==> src/tcmp_pkg.sv <==
// shared types and constants of the tone command motor pwm block
package tcmp_pkg;

    localparam int RATE_W   = 27;
    localparam int FREQ_W   = 16;
    localparam int TOL_W    = 12;
    localparam int EDGE_W   = 17;
    localparam int PSAT_W   = 28;
    localparam int PROD_W   = 45;
    localparam int PWM_W    = 8;
    localparam int PER_W    = 32;
    localparam int CMD_W    = 3;
    localparam int CIDX_W   = 3;
    localparam int BANDS    = 4;

    localparam logic [PSAT_W-1:0] PERIOD_SAT = 28'h800_0000;
    localparam logic [PWM_W-1:0]  DUTY_ON    = 8'd99;
    localparam logic [PWM_W-1:0]  DUTY_OFF   = 8'd0;
    localparam logic [PWM_W-1:0]  AUX_LEVEL  = 8'd80;

    localparam logic [FREQ_W-1:0] RIGHT_RST    = 16'd14550;
    localparam logic [FREQ_W-1:0] FORWARD_RST  = 16'd15000;
    localparam logic [FREQ_W-1:0] BACKWARD_RST = 16'd14650;
    localparam logic [FREQ_W-1:0] LEFT_RST     = 16'd15150;
    localparam logic [TOL_W-1:0]  TOL_RST      = 12'd50;
    localparam logic [RATE_W-1:0] RATE_RST     = 27'd6000000;

    typedef enum logic [CIDX_W-1:0] {
        CFG_RIGHT    = 3'd0,
        CFG_FORWARD  = 3'd1,
        CFG_BACKWARD = 3'd2,
        CFG_LEFT     = 3'd3,
        CFG_TOL      = 3'd4,
        CFG_RATE     = 3'd5
    } cfg_idx_t;

    typedef enum logic [CMD_W-1:0] {
        CMD_STOP     = 3'd0,
        CMD_RIGHT    = 3'd1,
        CMD_FORWARD  = 3'd2,
        CMD_BACKWARD = 3'd3,
        CMD_LEFT     = 3'd4
    } cmd_t;

    // one tick after measurement and pwm update
    typedef struct packed {
        logic [PWM_W-1:0]  pwm;
        logic              done;
        logic [PER_W-1:0]  period;
        logic [PSAT_W-1:0] period_sat;
    } item_t;

    typedef struct packed {
        logic  valid;
        item_t item;
    } push_t;

    // duty enables in order right a, right b, left a, left b
    function automatic logic [3:0] duty_on(cmd_t c);
        logic [3:0] r;
        case (c)
            CMD_RIGHT:    r = 4'b1010;
            CMD_FORWARD:  r = 4'b1001;
            CMD_BACKWARD: r = 4'b0110;
            CMD_LEFT:     r = 4'b0101;
            default:      r = 4'b0000;
        endcase
        return r;
    endfunction

endpackage

==> src/tcmp_front.sv <==
// front end: tick acceptance, period measurement and pwm counter
module tcmp_front #(
    parameter int COUNT_WIDTH = 32,
    parameter int PWM_TOP     = 100
) (
    input  logic           aclk,
    input  logic           aresetn,
    input  logic           s_valid,
    output logic           s_ready,
    input  logic           s_signal_level,
    input  logic           s_pwm_tick,
    output tcmp_pkg::push_t push,
    input  logic           q_full
);
    import tcmp_pkg::*;

    localparam int PW = $clog2(PWM_TOP + 1);
    localparam logic [PW-1:0] PWM_TOP_C = PW'(PWM_TOP);

    typedef enum logic [1:0] {
        PH_WAIT_LOW   = 2'd0,
        PH_WAIT_HIGH  = 2'd1,
        PH_COUNT_HIGH = 2'd2,
        PH_COUNT_LOW  = 2'd3
    } phase_t;

    phase_t                 phase_reg, phase_next;
    logic [COUNT_WIDTH-1:0] count_reg, count_next, count_inc;
    logic [COUNT_WIDTH-1:0] last_reg, last_next;
    logic [PW-1:0]          pwm_reg, pwm_next;
    logic                   done;
    logic                   accept;
    logic                   sat;

    assign s_ready = !q_full;
    assign accept  = s_valid && s_ready;

    assign count_inc = (count_reg == '1) ? count_reg : count_reg + 1'b1;

    always_comb begin
        phase_next = phase_reg;
        count_next = count_reg;
        last_next  = last_reg;
        done       = 1'b0;
        case (phase_reg)
            PH_WAIT_LOW: begin
                if (!s_signal_level) phase_next = PH_WAIT_HIGH;
            end
            PH_WAIT_HIGH: begin
                if (s_signal_level) begin
                    count_next = '0;
                    phase_next = PH_COUNT_HIGH;
                end
            end
            PH_COUNT_HIGH: begin
                count_next = count_inc;
                if (!s_signal_level) phase_next = PH_COUNT_LOW;
            end
            PH_COUNT_LOW: begin
                count_next = count_inc;
                if (s_signal_level) begin
                    last_next  = count_inc;
                    done       = 1'b1;
                    phase_next = PH_WAIT_LOW;
                end
            end
            default: phase_next = PH_WAIT_LOW;
        endcase
    end

    always_comb begin
        pwm_next = pwm_reg;
        if (s_pwm_tick) pwm_next = (pwm_reg == PWM_TOP_C) ? '0 : pwm_reg + 1'b1;
    end

    // periods of 2^27 ticks or more all classify alike
    assign sat = ((COUNT_WIDTH + PSAT_W)'(last_next) >= (COUNT_WIDTH + PSAT_W)'(PERIOD_SAT));

    always_comb begin
        push.valid           = accept;
        push.item.pwm        = PWM_W'(pwm_next);
        push.item.done       = done;
        push.item.period     = PER_W'(last_next);
        push.item.period_sat = sat ? PERIOD_SAT : PSAT_W'(last_next);
    end

    always_ff @(posedge aclk) begin
        if (!aresetn) begin
            phase_reg <= PH_WAIT_LOW;
            count_reg <= '0;
            last_reg  <= '0;
            pwm_reg   <= '0;
        end else if (accept) begin
            phase_reg <= phase_next;
            count_reg <= count_next;
            last_reg  <= last_next;
            pwm_reg   <= pwm_next;
        end
    end

endmodule

==> config.mk <==
export PLATFORM = sky130hd
export DESIGN_NAME = tcmp_front
export DESIGN_NICKNAME = d
export VERILOG_FILES = /design/src/tcmp_pkg.sv /design/src/tcmp_front.sv
export SDC_FILE = /design/constraint.sdc
export NUM_CORES = 1
export LEC_CHECK = 0
export BUFFER_PORTS_ARGS = -buffer_cell sky130_fd_sc_hd__buf_4
export CAP_MARGIN = 0
export CORE_MARGIN = 4
export CORE_UTILIZATION = 40
export CTS_CLUSTER_SIZE = 28
export DETAILED_ROUTE_END_ITERATION = 7
export HOLD_SLACK_MARGIN = 0.12
export PLACE_DENSITY_LB_ADDON = 0.3
export SETUP_SLACK_MARGIN = 0.15
export SLEW_MARGIN = 10
export SYNTH_ARGS = -nofsm -noshare
export SYNTH_HDL_FRONTEND = slang
export SYNTH_SLANG_ARGS = --single-unit
==> constraint.sdc <==
create_clock -name aclk -period 4.8 [get_ports aclk]
set_input_delay 0.96 -clock aclk [delete_from_list [all_inputs] [get_ports aclk]]
set_output_delay 0.96 -clock aclk [all_outputs]
set_load 0.005 [all_outputs]
Word-level counts from Yosys, hierarchy flattened
Index checks and enable logic that the tools add are counted.
{"block": "word_totals", "regBits": 73, "latchBits": 0, "ram_bits": 0, "romBits": 0, "out_inout_bits": 71, "n_memories": 0}
{"block": "op_classes", "addsub": 2, "n_mul": 0, "div_mod_pow": 0, "n_lt_le_gt_ge": 1, "eq_ne": 9, "shifts": 0, "mux": 15, "n_bitwise": 0, "reduce_logical": 7}
{"op": "$mux 32", "n": 4}
{"op": "$pmux 32 s2", "n": 1}
{"op": "$add 32x1->32 const B", "n": 1}
{"op": "$eq 32x32->1 const B", "n": 1}
{"op": "$ge 32x28->1 const B", "n": 1}
{"op": "$mux 28", "n": 1}
{"op": "$mux 7", "n": 2}
{"op": "$mux 2", "n": 4}
{"op": "$ne 2x2->1 const B", "n": 4}
{"op": "$pmux 2 s4", "n": 1}
{"op": "$add 7x1->7 const B", "n": 1}
{"op": "$eq 7x7->1 const B", "n": 1}
{"op": "$reduce_and 5->1", "n": 1}
{"op": "$eq 2x2->1 const B", "n": 2}
{"op": "$reduce_and 3->1", "n": 1}
{"op": "$eq 2x1->1 const B", "n": 1}
{"op": "$logic_not 2->1", "n": 1}
{"op": "$mux 1", "n": 2}
{"op": "$reduce_bool 2->1", "n": 1}
{"op": "$reduce_or 2->1", "n": 1}
{"op": "$logic_and 1x1->1", "n": 1}
{"op": "$logic_not 1->1", "n": 1}

Longest topological paths before layout
{"block": "depth", "word_depth": 6, "ltp_mapped": 10, "mapped_depth_nobuf": 8}

Worst setup path before layout
Ideal clock, no wire load.
{"block": "synth_timing", "path_type": "reg-to-output", "from": "register count_reg[3]", "to": "output port push[11] (netlist bit)", "arrival_time_ps": 2705, "required_time_ps": 3840, "setup_slack_ps": 1135, "stages_incl_launch_ff": 10, "cell_sequence": "dfxtp_1 > buf_2 > nand4_4 > or4_4 > a2111o_1 > xnor2_1 > o41a_1 > buf_6 > buf_12 > nor4b_2"}
{"item": "from (decl)", "line": "tcmp_front.sv:28", "rtl": "logic [COUNT_WIDTH-1:0] count_reg, count_next, count_inc;"}
{"item": "from (signal assigned)", "line": "tcmp_front.sv:95", "rtl": "count_reg <= count_next;"}
{"item": "to (decl)", "line": "tcmp_front.sv:12", "rtl": "output tcmp_pkg::push_t push,"}

==> flow_summary_export.csv <==
group,metric,value,unit
run_status,status,"finished clean",
pwr,p_per_area,235.7,nW/µm²
global_route,grt_overflow,0,
route,wl,15.06,mm
final_layout,final_cell_mix,"buf_4, dfxtp_1, nor2_1",
placement,port_buffers,75,
route,wire_per_inst,17.15,µm
timing,rsz0062_at_grt,"false",
route,drtAntennaViolNets,0,
floorplanning,fp.dieArea,14750,µm²
floorplanning,die_x,121.5,µm
yosys,syn_nets,682,
floorplanning,core_area,12620,µm²
yosys,synth_xor_xnor_area_share,4.762,%
final_layout,multi_input_area,3324,µm²
critical_path,crit_required,3.84,ns
critical_path,end_kind,"output pin",
clock_network,clock_latency,0.34,ns
critical_path,critPathKind,"register to output pin",
clock_network,cts_tree,"built",
clock_network,htreeDepth,3,
global_route,grt_max_degree,57,
clock_network,cts_root_buf,"clkbuf_16",
yosys,syn_inst,668,
route,firstDrtPassIters,6,
yosys,synthArstFlopShare,0,%
yosys,synth_edf_count,0,
critical_path,reg2reg_from,"count_reg[0]",
pwr,vdd_ir_drop_max,0.1023,mV
timing,slew_violations,0,
worst_hold_path,hold_end,"last_reg[28]",
yosys,synth_area_leaders,"dfxtp_1, o21ai_0, a21oi_1",
critical_path,cp_max_fo,28,
critical_path,reg2regPathDepth,7,
global_route,antenna_found_initial,0,
route,vias_per_cell,5.921,
pwr,power.leakage,2.159,nW
timing,skew,0.004576,ns
global_route,grt_pass1_wl,24.01,mm
clock_network,cts_hold_buf,0,
yosys,synth_top_family_by_area,"simple AND/OR/NAND/NOR gates",
final_layout,n_antenna_cell,0,
worst_hold_path,worstHoldStart,"last_reg[28]",
yosys,synth_top_area_cell,"dfxtp_1",
timing,timing.final.hold_violations,0,
global_route,grt.total_usage,20.30,%
yosys,synth.top_cell.area_share,28.38,%
timing,fin_setup_tns,0,ns
timing,slew_headroom,24.33,%
route,drtIter0Drc,496,
floorplanning,placementRows,41,
yosys,synthFlopType,"dfxtp_1",
global_route,grt_pass1_vias,4623,
floorplanning,start_util,40.81,%
final_layout,seqCellArea,1463,µm²
yosys,synth_compound_area_share,23.35,%
clock_network,cts.sinks,73,
final_layout,fin_util,48.14,%
clock_network,cts_buffers,9,
route,drc,0,
job,maxCapViolCount,0,
placement,dp_hpwl,10.55,mm
route,vias,5199,
worst_hold_path,hold_class,"register to register",
yosys,yosysSeqAreaShare,28.38,%
final_layout,final_common_cell,"buf_4",
floorplanning,top_level_ports,77,
floorplanning,die_y,121.5,µm
yosys,synth-simple-area-share,32.92,%
worst_hold_path,min_delay_path_depth,2,
final_layout,fillers,1238,
yosys,synth_cell_type_count,72,
critical_path,cp-start-kind,"register",
timing,period_needed,4.536,ns
timing,finalCritPeriodShare,94.50,%
yosys,yosys_warnings,0,
clock_network,clockBufferDepth,2,
timing,worst_pin_slew,1.132,ns
yosys,synth-adder-area-share,1.944,%
yosys,syn_area,5150,µm²
final_layout,drive_above_1_share,20.68,%
critical_path,timing.rr.end,"last_reg[24]",
critical_path,crit_arrival,3.58,ns
final_layout,fin_nets,716,
placement,place_congestion,0.9270,
yosys,avgSynthCellArea,7.709,µm²
timing,setup_viol,0,
clock_network,clkTransAtPathRegs,0.06,ns
timing,fmax,220.5,MHz
critical_path,reg2reg_slack,2.18,ns
final_layout,synthToLayoutAreaGrowth,17.95,%
yosys,ys_ff_latch,73,
yosys,synth.area.mux_share,0.8017,%
cells by family (layout without fill, tap and decap cells):
group | count (synthesis) | after routing
fa+ha+maj | 8 | 8
mux | 4 | 4
xor+xnor | 28 | 28
simple gates | 278 | 278
compound gates | 191 | 191
other cells | 1 | 1
flops | 73 | 73
buf+inv | 85 | 123
worst max-delay path, cell delays in order (launching register included):
cell,delay (ns)
dfxtp_1,0.47
nand4_1,0.26
or4_4,0.64
a2111o_1,0.48
xnor2_1,0.16
o41a_4,0.64
or3_1,0.42
buf_4,0.14
worst max-delay path by stage:
stage                              from        to  slack [ns]  cells after the start
final                     count_reg[21]  push[27]        0.26                      7
after floorplan            count_reg[3]  push[11]        1.13                      9
after detailed placement   count_reg[3]   push[0]        0.48                      7
after global routing      count_reg[21]   push[2]        0.14                      7
after global placement    count_reg[21]  push[27]        0.53                      7
after CTS                  count_reg[3]   push[0]        0.24                      7
per-stage QoR:
stage	std cells	area, µm²	power [mW]	hold WS (ns)	setup WS [ns]
after floorplan	668	5150	0.6574	0.4322	1.135
after global placement	863	5713	0.6784	0.4455	0.5319
after detailed placement	863	5713	0.6799	0.4561	0.4787
after CTS	878	6055	1.447	0.4650	0.2423
after global routing	878	6075	1.481	0.4853	0.1418
final	878	6075	1.431	0.4620	0.2638
synthesized netlist by cell type, types with 4 or more instances:
master / number
o31ai_1: 4
nor4b_1: 6
a31oi_1: 12
nand2b_1: 6
ha_1: 8
nand2_1: 58
xor2_1: 7
buf_1: 4
buf_4: 6
nand3b_1: 5
and3_1: 7
buf_2: 8
a311oi_1: 6
dfxtp_1: 73
nor3b_1: 4
nand3_1: 23
o211a_1: 7
o21a_1: 4
o21ai_0: 59
or3_1: 11
nor4b_2: 16
clkbuf_1: 43
and4_1: 8
nor2_1: 61
or4_1: 4
nor4_1: 7
inv_1: 17
a211oi_1: 18
nand4_1: 17
a21oi_1: 57
xnor2_1: 21
nor3_1: 17
nand4b_1: 4
and2_1: 5
cell type report:
type,instances,area share (%)
Timing Repair Buffer,89,11.00
Multi-Input combinational cell,510,54.73
Clock buffer,9,3.708
Clock inverter,6,1.771
Tap cell,172,3.543
Sequential cell,73,24.08
Inverter,19,1.174
what timing repair did:
action | in CTS | in global routing
pin swaps | 0 | 1
setup buffers | 0 | 0
setup endpoints to repair | 4 | 6
gates resized for setup | 1 | 4
routing by layer:
layer | global-route usage [%] | share of wire [%]
met5 | 0 | 0
met4 | 7.003 | 2.0
met3 | 3.497 | 7.7
met2 | 32.50 | 47
met1 | 27.54 | 44
power breakdown:
part / internal [mW] / leakage (nW) / switching [mW]
clock network: 0.503 / 0.161 / 0.262
logic: 0.0207 / 1.41 / 0.0335
registers: 0.609 / 0.589 / 0.00322
No activity file was read; power rests on OpenSTA's default activity.
