===== config.mk =====
export PLATFORM = sky130hd
export DESIGN_NAME = tcmp_queue
export DESIGN_NICKNAME = d
export VERILOG_FILES = /design/src/tcmp_pkg.sv /design/src/tcmp_queue.sv
export SDC_FILE = /design/constraint.sdc
export NUM_CORES = 1
export LEC_CHECK = 0
export ABC_CLOCK_PERIOD_IN_PS = 8500
export BUFFER_PORTS_ARGS = -buffer_cell sky130_fd_sc_hd__buf_2
export CAP_MARGIN = 20
export CORE_ASPECT_RATIO = 0.8
export CORE_MARGIN = 4
export CORE_UTILIZATION = 54
export CTS_CLUSTER_DIAMETER = 150
export DETAILED_ROUTE_END_ITERATION = 16
export PLACE_DENSITY = 0.76
export SYNTH_ARGS = -nofsm -noshare
export SYNTH_HDL_FRONTEND = slang
export SYNTH_SLANG_ARGS = --single-unit
export TNS_END_PERCENT = 10

===== constraint.sdc =====
create_clock -name aclk -period 8.5 [get_ports aclk]
set_input_delay 0.85 -clock aclk [delete_from_list [all_inputs] [get_ports aclk]]
set_output_delay 0.85 -clock aclk [all_outputs]
set_load 0.02 [all_outputs]

===== src/tcmp_pkg.sv =====
// shared types and constants of the tone command motor pwm block
package tcmp_pkg;

    localparam int RATE_W   = 27;
    localparam int FREQ_W   = 16;
    localparam int TOL_W    = 12;
    localparam int EDGE_W   = 17;
    localparam int PSAT_W   = 28;
    localparam int PROD_W   = 45;
    localparam int PWM_W    = 8;
    localparam int PER_W    = 32;
    localparam int CMD_W    = 3;
    localparam int CIDX_W   = 3;
    localparam int BANDS    = 4;

    localparam logic [PSAT_W-1:0] PERIOD_SAT = 28'h800_0000;
    localparam logic [PWM_W-1:0]  DUTY_ON    = 8'd99;
    localparam logic [PWM_W-1:0]  DUTY_OFF   = 8'd0;
    localparam logic [PWM_W-1:0]  AUX_LEVEL  = 8'd80;

    localparam logic [FREQ_W-1:0] RIGHT_RST    = 16'd14550;
    localparam logic [FREQ_W-1:0] FORWARD_RST  = 16'd15000;
    localparam logic [FREQ_W-1:0] BACKWARD_RST = 16'd14650;
    localparam logic [FREQ_W-1:0] LEFT_RST     = 16'd15150;
    localparam logic [TOL_W-1:0]  TOL_RST      = 12'd50;
    localparam logic [RATE_W-1:0] RATE_RST     = 27'd6000000;

    typedef enum logic [CIDX_W-1:0] {
        CFG_RIGHT    = 3'd0,
        CFG_FORWARD  = 3'd1,
        CFG_BACKWARD = 3'd2,
        CFG_LEFT     = 3'd3,
        CFG_TOL      = 3'd4,
        CFG_RATE     = 3'd5
    } cfg_idx_t;

    typedef enum logic [CMD_W-1:0] {
        CMD_STOP     = 3'd0,
        CMD_RIGHT    = 3'd1,
        CMD_FORWARD  = 3'd2,
        CMD_BACKWARD = 3'd3,
        CMD_LEFT     = 3'd4
    } cmd_t;

    // one tick after measurement and pwm update
    typedef struct packed {
        logic [PWM_W-1:0]  pwm;
        logic              done;
        logic [PER_W-1:0]  period;
        logic [PSAT_W-1:0] period_sat;
    } item_t;

    typedef struct packed {
        logic  valid;
        item_t item;
    } push_t;

    // duty enables in order right a, right b, left a, left b
    function automatic logic [3:0] duty_on(cmd_t c);
        logic [3:0] r;
        case (c)
            CMD_RIGHT:    r = 4'b1010;
            CMD_FORWARD:  r = 4'b1001;
            CMD_BACKWARD: r = 4'b0110;
            CMD_LEFT:     r = 4'b0101;
            default:      r = 4'b0000;
        endcase
        return r;
    endfunction

endpackage


===== src/tcmp_queue.sv =====
// short queue between front and back end
module tcmp_queue (
    input  logic            aclk,
    input  logic            aresetn,
    input  tcmp_pkg::push_t push,
    output logic            full,
    output logic            pop_valid,
    input  logic            pop_ready,
    output tcmp_pkg::item_t pop_item
);
    import tcmp_pkg::*;

    localparam int DEPTH = 4;
    localparam int AW    = $clog2(DEPTH);

    item_t         mem_reg [DEPTH];
    logic [AW-1:0] wr_ptr_reg, wr_ptr_next;
    logic [AW-1:0] rd_ptr_reg, rd_ptr_next;
    logic [AW:0]   cnt_reg, cnt_next;
    logic          do_push, do_pop;

    assign full      = (cnt_reg == (AW + 1)'(DEPTH));
    assign pop_valid = (cnt_reg != '0);
    assign pop_item  = mem_reg[rd_ptr_reg];
    assign do_push   = push.valid && !full;
    assign do_pop    = pop_valid && pop_ready;

    always_comb begin
        wr_ptr_next = do_push ? wr_ptr_reg + 1'b1 : wr_ptr_reg;
        rd_ptr_next = do_pop ? rd_ptr_reg + 1'b1 : rd_ptr_reg;
        cnt_next    = cnt_reg;
        if (do_push && !do_pop) cnt_next = cnt_reg + 1'b1;
        else if (!do_push && do_pop) cnt_next = cnt_reg - 1'b1;
    end

    always_ff @(posedge aclk) begin
        if (!aresetn) begin
            wr_ptr_reg <= '0;
            rd_ptr_reg <= '0;
            cnt_reg    <= '0;
        end else begin
            wr_ptr_reg <= wr_ptr_next;
            rd_ptr_reg <= rd_ptr_next;
            cnt_reg    <= cnt_next;
        end
    end

    always_ff @(posedge aclk) begin
        if (do_push) mem_reg[wr_ptr_reg] <= push.item;
    end

endmodule


**Yosys cells after proc, flatten, opt, wreduce, memory -nomap -nowiden**

Memory sizes are Yosys's and may differ from the RTL's. A register that Yosys moved wholly into a read port is not among the register bits.
Index checks and enable logic that the tools add are counted.

- Output and inout port bits: 71
- Register bits: 7
- Word-level logic and storage cells: 24
- RAM bits: 276
- Memories: 1

- Multiplexer cells: 6
- Reductions and logical operators: 9
- $add $sub $neg: 4
- Eq/ne operators: 1

Memory list:

| name | depth | bits a word | read ports | clocked after Yosys merged registers in | write ports | RTL line | source |
|---|---|---|---|---|---|---|---|
| mem_reg | 4 | 69 | 1 | 1 | 1 | tcmp_queue.sv:16 | `item_t mem_reg [DEPTH];` |

Operators with widths:

| operator | count |
|---|---|
| $mux W3 | 2 |
| $add A2 B1 Y2 const B | 2 |
| $logic_and A1 B1 Y1 | 4 |
| $mux W2 | 2 |
| $add A3 B1 Y3 const B | 1 |
| $eq A3 B3 Y1 const B | 1 |
| $logic_not A1 Y1 | 3 |
| $reduce_bool A3 Y1 | 1 |
| $sub A3 B1 Y3 const B | 1 |
| $mux W1 | 2 |
| $reduce_bool A2 Y1 | 1 |

**Depth between registers and ports, before layout**

Gate-level depths: netlist of the first run.

- Word-level depth: 7
- Depth in mapped cells: 9

**Worst setup path before layout of the first run**

No wires, ideal clock.

- Path kind: input to register
- Start: input push[69] in the netlist's numbering
- End: memory mem_reg[0][0] in the netlist's numbering (enable)
- Arrival: 2.854 ns
- Stages: 3
- Required time: 8.065 ns
- Path slack: 5.212 ns
- Path buffers: 1
- Cell sequence: nor2b_1 > clkbuf_1 > and2_1

- Word-level cells in the longest chain between the ends: 3

Ends and longest elaborated chain:

| element | RTL line | source |
|---|---|---|
| start: declaration | tcmp_queue.sv:5 | `input tcmp_pkg::push_t push,` |
| $logic_and A1 B1 Y1 | tcmp_queue.sv:25 | `assign do_push = push.valid && !full;` |
| net do_push | tcmp_queue.sv:20 | `logic do_push, do_pop;` |
| $mux W1 | tcmp_queue.sv:49 | `if (do_push) mem_reg[wr_ptr_reg] <= push.item;` |
| $mux W1 (implied by the code) | tcmp_queue.sv:49 |  |
| end: declaration | tcmp_queue.sv:16 |  |

The timed path passes the listed nets, and every way through them passes these cells.

==> results of run 1 <==
power breakdown:
group | switching (mW) | leakage (nW) | internal, mW | total [mW]
sequential | 0.0992 | 2.60 | 1.71 | 1.81
clock | 0.454 | 0.383 | 0.647 | 1.10
combinational | 0.496 | 1.09 | 0.402 | 0.898
total | 1.05 | 4.08 | 2.76 | 3.81
cell families (layout without fill, tap and decap cells):
logic type	Yosys count	after routing	share of synthesized area [%]
flip-flops	285	285	81.1
multiplexers	72	72	15.2
buffers and inverters	21	196	1.35
AND/OR/NAND/NOR	17	17	0.935
adder cells (fa/ha/maj)	6	6	0.791
AO/OA/AOI/OAI	4	4	0.276
XOR/XNOR	4	4	0.336
per-layer routing:
layer | GRT usage [%] | routed length (um)
met5 | 0 | 48
met4 | 2.93 | 241
met3 | 4.44 | 1260
met2 | 27.6 | 8850
met1 | 23.8 | 7590
worst paths after layout:
path,start,end,slack (ns),depth (start not counted)
setup / recovery,flip-flop,pop_item[59],4.82,3
hold reg to reg,wr_ptr_reg[1],wr_ptr_reg[1],0.51,2
hold / removal,wr_ptr_reg[1],wr_ptr_reg[1],0.51,2
setup reg to reg,cnt_reg[0],cnt_reg[2],5.90,8
final cells by class:
| cell class | count | area, um2 | area share, % |
|---|---|---|---|
| clock buffer | 42 | 732 | 5.99 |
| tap | 258 | 323 | 2.64 |
| timing repair buffer | 146 | 778 | 6.36 |
| inverter | 3 | 11.3 | 0.0921 |
| clock inverter | 5 | 71.3 | 0.583 |
| sequential | 285 | 8480 | 69.3 |
| multi-input combinational | 103 | 1840 | 15.0 |
worst reg2reg max path, stage by stage (launching register included):
cell and delay (ns):
dfxtp_1 0.46, nor3b_1 0.11, nor2b_1 0.53, ha_1 0.29, inv_1 0.06, fa_1 0.37, xor2_1 0.18, or3_1 0.31
a21boi_0 0.21
synth_stat cells:
cell | count | area, um2
a21boi_0 | 1 | 7.51
and2_1 | 8 | 50.1
buf_12 | 2 | 40.0
buf_2 | 3 | 15.0
buf_4 | 5 | 37.5
buf_6 | 1 | 11.3
clkbuf_1 | 7 | 26.3
dfxtp_1 | 9 | 180
edfxtp_1 | 276 | 8290
fa_1 | 1 | 20.0
ha_1 | 5 | 62.6
inv_1 | 3 | 11.3
mux2i_1 | 3 | 30.0
mux4_2 | 69 | 1550
nand2_1 | 4 | 15.0
nor2b_1 | 2 | 12.5
nor3b_1 | 1 | 7.51
o21ai_0 | 1 | 5.00
o311ai_0 | 1 | 8.76
o31ai_1 | 1 | 7.51
or3_1 | 2 | 12.5
xnor2_1 | 3 | 26.3
xor2_1 | 1 | 8.76
==> flow_summary.yaml, run 1 <==
status:
  status: "finished, final reports clean"
drt:
  wire_per_inst_um: 21.4
  postRouteAntennaNets: 0
  num_vias: 4630
  drc: 0
  drtIter0Drc: 310
  wl_um: 18000
  via_per_inst: 5.50
  first_pass_iters: 4
floorplan:
  die_h_um: 132
  start_util_pct: 55.0
  rows: 45
  die_w_um: 163
  die_area_um2: 21600
  core_um2: 19000
  ioPinCount: 144
sta:
  slew_headroom_pct: 30.3
  finalSetupViolCount: 0
  rsz0062_at_grt: "false"
  timing.final.ws_setup_ns: 4.82
  min_period_over_period_pct: 43.4
  maxSlewViolCount: 0
  fin_skew_ns: 0.00624
  max_freq_mhz: 271
  tightest_slew_ns: 1.05
  setup_tns_ns: 0
  min_period_ns: 3.68
  hold_viol: 0
  hold_ws_ns: 0.514
power_and_ir_drop:
  ir_worst_vdd_uv: 179
  leakage_nw: 4.08
  power_density_nw_per_um2: 311
  power_mw: 3.81
synth:
  synth_seq_cells: 285
  syn_area_um2: 10400
  synthesis.nets: 488
  synth_cell_type_count: 23
  ys.warnings.count: 0
  synthCells: 409
  syn_area_per_cell_um2: 25.5
  seq_area_frac_synth_pct: 81.1
setup_path:
  critPathArrivalTime_ns: 2.83
  critPathBufInv: 2
  critPathSlowestCell: "dfxtp_4"
  crit_chain: "buf_4, mux4_2, buf_2"
  required_ns: 7.65
  path_class: "reg2out"
  path_max_fanout: 40
  cp_top_family: "buffers and inverters"
  slowest_delay_ns: 0.75
  endpoint_kind: "output port"
  startpoint_type: "flip-flop"
global_route:
  grt_pass1_vias: 4959
  grt_remaining_overflow: 0
  track_usage_pct: 16.9
  grt_pass1_wl_um: 28100
  grt_start_max_net_pins: 70
  antenna_found_initial: 4
final_layout:
  postLayoutCellArea_um2: 12200
  utilization_pct: 64.5
  fillers: 1261
  largest_reg_flops: 276
  layout.nets: 645
  diodes: 0
  layout-drive-gt1-share_pct: 42.8
  final_cell_mix: "edfxtp_1 (276), buf_2 (143), mux4_2 (69)"
  final_cells: 842
  layout_commonest_cell: "edfxtp_1"
  syn_to_final_growth_pct: 17.2
clock_network:
  cts_buffers: 27
  htree_levels: 1
  cts_tree: "built"
  cts_hold_buffers: 0
  clk_pin_slew_ns: 0.06
  clkSinkCount: 285
  root_buffer: "clkbuf_16"
  postCtsSetupBuffers: 0
  cts_buffer_depth: 3
  cts_resized: 0
  clock_latency_ns: 0.51
flow_run:
  cap_violations: 0
placed_design:
  hpwl_um: 10400
  portBuffers: 143
  placed_area_um2: 11400
  dp_cells: 793
  finalWeightedCongestion: 0.716
  post-place-ws_ns: 5.22
min_path:
  hold_class: "reg2reg"
Note: power is estimated with default switching activity, not from simulation.
==> inputs of run 2 (changes only) <==
--- a/config.mk
+++ b/config.mk
@@ -5,7 +5,7 @@
 export SDC_FILE = /design/constraint.sdc
 export NUM_CORES = 1
 export LEC_CHECK = 0
-export ABC_CLOCK_PERIOD_IN_PS = 8500
+export ABC_CLOCK_PERIOD_IN_PS = 3400
 export BUFFER_PORTS_ARGS = -buffer_cell sky130_fd_sc_hd__buf_2
 export CAP_MARGIN = 20
 export CORE_ASPECT_RATIO = 0.8
==> constraint.sdc (replaced) <==
create_clock -name aclk -period 3.4 [get_ports aclk]
set_input_delay 0.34 -clock aclk [delete_from_list [all_inputs] [get_ports aclk]]
set_output_delay 0.34 -clock aclk [all_outputs]
set_load 0.02 [all_outputs]
==> run 2 against run 1 <==
  * Sequential power is 150% higher
  * Clock-buffer cell count is 14 lower
  * Combinational power grew to 2.6 times the previous value
  * Flip-flop and latch count unchanged
  * Die area stayed put
  * Final cell count increased by 0.36%
  * First-iteration DRC count up 15%
  * Sequential share of layout area decreased by 0.78 points
  * Via count increased by 0.13%
  * Critical path depth did not move
  * Clock power increased to 2.7 times the previous value
  * Global-route usage barely moved
  * Critical endpoint is now pop_item[23]
  * Largest cell class unchanged
  * Largest power group unchanged
==> flow_summary.yaml, run 2 (synthesis gave the netlist of run 1 again) <==
floorplan:
  die_w_um: 163
  die_area_um2: 21600
  core_um2: 19000
  rows: 45
  start_util_pct: 55.0
  die_h_um: 132
  ioPinCount: 144
clock_network:
  clkSinkCount: 285
  cts_tree: "built"
  clk_pin_slew_ns: 0.06
  cts_resized: 0
  cts_buffer_depth: 3
  postCtsSetupBuffers: 0
  cts_hold_buffers: 0
  root_buffer: "clkbuf_16"
  clock_latency_ns: 0.52
  cts_buffers: 26
  htree_levels: 1
flow_run:
  cap_violations: 0
drt:
  first_pass_iters: 5
  wl_um: 18000
  wire_per_inst_um: 21.3
  drtIter0Drc: 355
  postRouteAntennaNets: 0
  via_per_inst: 5.49
  num_vias: 4636
  drc: 0
global_route:
  track_usage_pct: 16.9
  busiest_layer: "met2"
  grt_pass1_wl_um: 27900
  use_met1_pct: 24.0
  antenna_found_initial: 4
  use_met2_pct: 26.8
  use_met3_pct: 4.66
  grt_pass1_vias: 4901
  grt_remaining_overflow: 0
  grt_start_max_net_pins: 70
power_and_ir_drop:
  leakage_nw: 4.15
  ir_worst_vdd_uv: 465
  power_density_nw_per_um2: 793
setup_path:
  required_ns: 3.06
  endpoint_kind: "output port"
  critPathBufInv: 2
  cp_top_family: "buffers and inverters"
  reg2reg_slack_ns: 0.85
  startpoint_type: "flip-flop"
  path_max_fanout: 19
  r2r_end: "cnt_reg[2]"
  critPathArrivalTime_ns: 2.29
  slowest_delay_ns: 0.60
  path_class: "reg2out"
  r2r_start: "cnt_reg[0]"
  crit_chain: "buf_4, mux4_2, buf_2"
  reg2reg_depth: 8
  critPathSlowestCell: "mux4_2"
final_layout:
  layout.nets: 647
  largest_reg_flops: 276
  final_cell_mix: "edfxtp_1 (276), buf_2 (143), mux4_2 (69)"
  final_cells: 845
  layout-drive-gt1-share_pct: 45.2
  layout_commonest_cell: "edfxtp_1"
  syn_to_final_growth_pct: 18.5
status:
  status: "finished, final reports clean"
min_path:
  hold_class: "in2reg"
  holdPathStages: 1
  hold_end: "mem_reg[1][35]"
  worstHoldStart: "push[35]"
sta:
  setup_tns_ns: 0
  min_period_over_period_pct: 77.2
  maxSlewViolCount: 0
  fin_skew_ns: 0.00945
  tightest_slew_ns: 1.03
  finalSetupViolCount: 0
  max_freq_mhz: 381
  min_period_ns: 2.63
  hold_viol: 0
  slew_headroom_pct: 31.3
  rsz0062_at_grt: "false"
placed_design:
  hpwl_um: 11000
  finalWeightedCongestion: 0.731
  dp_cells: 798
  portBuffers: 143
==> run 2: layer usage <==
metal / up-vias / wire length (um)
li1: 2063 / -
met1: 2380 / 7390
met2: 152 / 8840
met3: 35 / 1420
met4: 6 / 323
met5: - / 34
==> run 2: layout make-up <==
type | count | area [um2]
Antenna cell | 1 | 2.50
Clock buffer | 28 | 679
Clock inverter | 18 | 215
Fill cell | 1246 | 6610
Inverter | 3 | 11.3
Multi-Input combinational cell | 103 | 1840
Sequential cell | 285 | 8480
Tap cell | 258 | 323
Timing Repair Buffer | 149 | 823
==> run 2: worst max-delay path by stage <==
stage	start	cells past startpoint	endpoint	slack [ns]
after global placement	cnt_reg[0]	8	cnt_reg[2]	1.09
after CTS	flip-flop	3	pop_item[23]	0.71
final	flip-flop	3	pop_item[23]	0.77
after floorplan	cnt_reg[0]	4	mem_reg[2][0]	0.37
after detailed placement	cnt_reg[0]	8	cnt_reg[2]	0.87
after global routing	flip-flop	3	pop_item[23]	0.61
==> run 2: stage by stage <==
stage	area (um2)	total power [mW]	utilization, %	hold WS [ns]	worst slack, ns
6_report	12400	9.80	65.2	0.0255	0.774
3_5_place_dp	11500	6.94	60.5	0.499	0.870
2_1_floorplan	10400	6.22	-	0.439	0.372
4_1_cts	12400	9.94	65.2	0.0105	0.709
3_3_place_gp	11500	6.89	60.5	0.480	1.09
5_1_grt	12400	10.2	65.2	0.0171	0.614
==> run 2: report_power, final <==
part / internal (mW) / switching (mW)
Clock: 1.82 / 1.17
Sequential: 4.27 / 0.206
Combinational: 1.04 / 1.31
Total: 7.12 / 2.69
==> run 2: worst reg2reg max path, cell delays in order, from the launching register on <==
cell,delay (ns)
dfxtp_1,0.46
nor3b_1,0.11
nor2b_1,0.48
ha_1,0.28
inv_1,0.06
fa_1,0.37
xor2_1,0.19
or3_1,0.33
a21boi_0,0.19
==> inputs of run 3 (changes only) <==
--- a/config.mk
+++ b/config.mk
@@ -5,7 +5,8 @@
 export SDC_FILE = /design/constraint.sdc
 export NUM_CORES = 1
 export LEC_CHECK = 0
-export ABC_CLOCK_PERIOD_IN_PS = 3400
+export ABC_AREA = 1
+export ABC_CLOCK_PERIOD_IN_PS = 2670
 export BUFFER_PORTS_ARGS = -buffer_cell sky130_fd_sc_hd__buf_2
 export CAP_MARGIN = 20
 export CORE_ASPECT_RATIO = 0.8
@@ -13,7 +14,7 @@
 export CORE_UTILIZATION = 54
 export CTS_CLUSTER_DIAMETER = 150
 export DETAILED_ROUTE_END_ITERATION = 16
-export PLACE_DENSITY = 0.76
+export PLACE_DENSITY = 0.75
 export SYNTH_ARGS = -nofsm -noshare
 export SYNTH_HDL_FRONTEND = slang
 export SYNTH_SLANG_ARGS = --single-unit
==> constraint.sdc (replaced) <==
create_clock -name aclk -period 2.67 [get_ports aclk]
set_input_delay 0.267 -clock aclk [delete_from_list [all_inputs] [get_ports aclk]]
set_output_delay 0.267 -clock aclk [all_outputs]
set_load 0.02 [all_outputs]
==> run 3 against run 2 <==
  * Utilization is 3.1 points higher
  * Via count is 45% higher
  * Clock-buffer cell count increased by 6
  * Worst hold slack improved by 0.0086 ns
  * Final cell count up 44%
  * Critical path type unchanged
  * Highest routed layer is now met4
==> flow_summary.yaml, run 3 <==
status:
  status: "finished, final reports clean"
clock_network:
  clkSinkCount: 285
  htree_levels: 1
  root_buffer: "clkbuf_16"
  cts_tree: "built"
  clk_pin_slew_ns: 0.06
  cts_buffer_depth: 3
  cts_buffers: 27
  clock_latency_ns: 0.51
synth:
  synthesis.nets: 815
  yosysMostFrequentCell: "edfxtp_1"
  synth_area_leader_cell: "edfxtp_1"
  synthCells: 736
  synth_edf_count: 276
  synth_async_sr_flop_share_pct: 0
  yosysTopAreaCellShare_pct: 77.3
  netlist_top_cells_count: "edfxtp_1 (276), nor2_1 (152), o21ai_0 (87)"
  synth_seq_cells: 285
  seq_area_frac_synth_pct: 79.0
  ys.warnings.count: 0
  synth_top_flop_cell: "edfxtp_1"
  synthTopCellsByArea: "edfxtp_1 (77%), nor2_1 (5.3%), o21ai_0 (4.1%)"
  syn_area_um2: 10700
  synth_cell_type_count: 22
  syn_area_per_cell_um2: 14.6
floorplan:
  die_area_um2: 22200
  die_w_um: 166
  core_um2: 19300
  rows: 45
  ioPinCount: 144
  start_util_pct: 55.7
  die_h_um: 134
flow_run:
  cap_violations: 0
setup_path:
  endpoint_kind: "output port"
  path_class: "reg2out"
  required_ns: 2.40
  r2r_start: "cnt_reg[0]"
  reg2reg_slack_ns: 0.53
  path_max_fanout: 45
  r2r_end: "cnt_reg[2]"
  reg2reg_depth: 13
  critPathArrivalTime_ns: 2.13
  startpoint_type: "flip-flop"
final_layout:
  final_cell_mix: "edfxtp_1 (276), nor2_1 (148), buf_2 (143)"
  layout-drive-gt1-share_pct: 20.3
  layout.nets: 1023
  syn_to_final_growth_pct: 22.7
  largest_reg_flops: 276
  layout_commonest_cell: "edfxtp_1"
sta:
  hold_viol: 0
  min_period_ns: 2.40
  finalSetupViolCount: 0
  min_period_over_period_pct: 89.9
  maxSlewViolCount: 0
  slew_headroom_pct: 61.9
  setup_tns_ns: 0
  max_freq_mhz: 417
  tightest_slew_ns: 0.571
  fin_skew_ns: 0.0119
  hold_ws_ns: 0.0340
  rsz0062_at_grt: "false"
drt:
  postRouteAntennaNets: 0
  drc: 0
  drtIter0Drc: 591
  first_pass_iters: 5
  wl_um: 21900
  num_vias: 6705
  via_per_inst: 5.50
  wire_per_inst_um: 18.0
power_and_ir_drop:
  clkPwrFrac_pct: 27.6
  ir_worst_vdd_uv: 689
  power_switching_mw: 3.92
  switching_share_pct: 31.8
  p_int_mw: 8.41
  power_density_nw_per_um2: 937
  pwr-share-seq_pct: 45.4
  leakage_nw: 4.67
  combinationalPowerShare_pct: 27.0
global_route:
  grt_pass1_wl_um: 33900
  grt_start_max_net_pins: 139
  grt_remaining_overflow: 0
  antenna_found_initial: 2
  grt_pass1_vias: 6534
  track_usage_pct: 19.3
placed_design:
  portBuffers: 143
  hpwl_um: 11300
  finalWeightedCongestion: 0.747
min_path:
  hold_class: "in2reg"
  worstHoldStart: "aresetn"
  hold_end: "wr_ptr_reg[1]"
  holdPathStages: 3
-- run 3: cell types whose count changed in the layout (fill, tap and decap cells not counted), moves of 6 or more --
cell	previous run	this run
clkbuf_1	1	7
inv_1	3	15
o21ai_1	0	52
nor2_1	0	148
o21ai_0	1	87
nand2_1	4	15
dlygate4sd3_1	0	69
mux4_2	69	0
o22ai_1	0	69
-- run 3: how the worst max path moves through the flow --
stage,start,depth (start not counted),end,slack (ns)
final,flip-flop,5,pop_item[59],0.27
after global routing,flip-flop,5,pop_item[59],0.14
after CTS,flip-flop,4,pop_item[24],0.08
after detailed placement,cnt_reg[0],13,cnt_reg[2],0.57
after global placement,cnt_reg[1],9,cnt_reg[1],0.63
after floorplan,cnt_reg[0],4,mem_reg[0][0],-0.26
-- run 3: per-layer routing --
layer	GRT usage (%)	wire, um
met2	33.1	10700
met5	0	0
met3	4.06	1460
met4	4.26	391
met1	25.8	9430
-- run 3: power groups by stage --
stage / Combinational, mW / Sequential (mW) / Clock, mW
after CTS: 3.34 / 5.60 / 3.46
after floorplan: 2.25 / 5.64 / 0
after detailed placement: 3.24 / 5.69 / 0
final: 3.33 / 5.59 / 3.41
after global placement: 3.19 / 5.67 / 0
after global routing: 3.63 / 5.63 / 3.66
-- run 3: critical path: stages (launching register included) --
cell,delay [ns]
dfxtp_4,0.51
inv_2,0.11
buf_4,0.36
o21ai_0,0.16
o22ai_1,0.23
buf_2,0.23
-- run 3: stage by stage --
step	setup slack [ns]	utilization, %	instances	instance area [um2]	power [mW]
after floorplan	-0.257	-	736	10700	7.90
after global placement	0.633	60.6	1104	11700	8.87
after detailed placement	0.566	60.6	1104	11700	8.93
after CTS	0.0760	68.3	1218	13100	12.4
after global routing	0.141	68.3	1220	13200	12.9
final	0.270	68.3	1220	13200	12.3
-- run 3: kinds of logic (layout without fill, tap and decap cells) --
family / count (synthesis) / after routing / share of synthesized area, %
buffers and inverters: 61 / 285 / 3.41
XOR/XNOR: 1 / 1 / 0.0817
AO/OA/AOI/OAI: 211 / 211 / 10.7
adder cells (fa/ha/maj): 6 / 6 / 0.770
other: 0 / 2 / 0
AND/OR/NAND/NOR: 172 / 172 / 6.10
flip-flops: 285 / 285 / 79.0
-- run 3: repair_timing --
item	in CTS	in global routing
gates resized for setup	0	1
setup buffers	0	0
setup endpoints to repair	0	32
endpoints found under the hold margin	276	0
hold buffers	69	0
-- run 3: cell type report --
| cell class | count | area (um2) |
|---|---|---|
| antenna | 2 | 5.00 |
| clock buffer | 34 | 702 |
| clock inverter | 11 | 77.6 |
| fill | 1352 | 6100 |
| inverter | 17 | 66.3 |
| multi-input combinational | 390 | 1920 |
| sequential | 285 | 8480 |
| tap | 258 | 323 |
| timing repair buffer | 223 | 1590 |
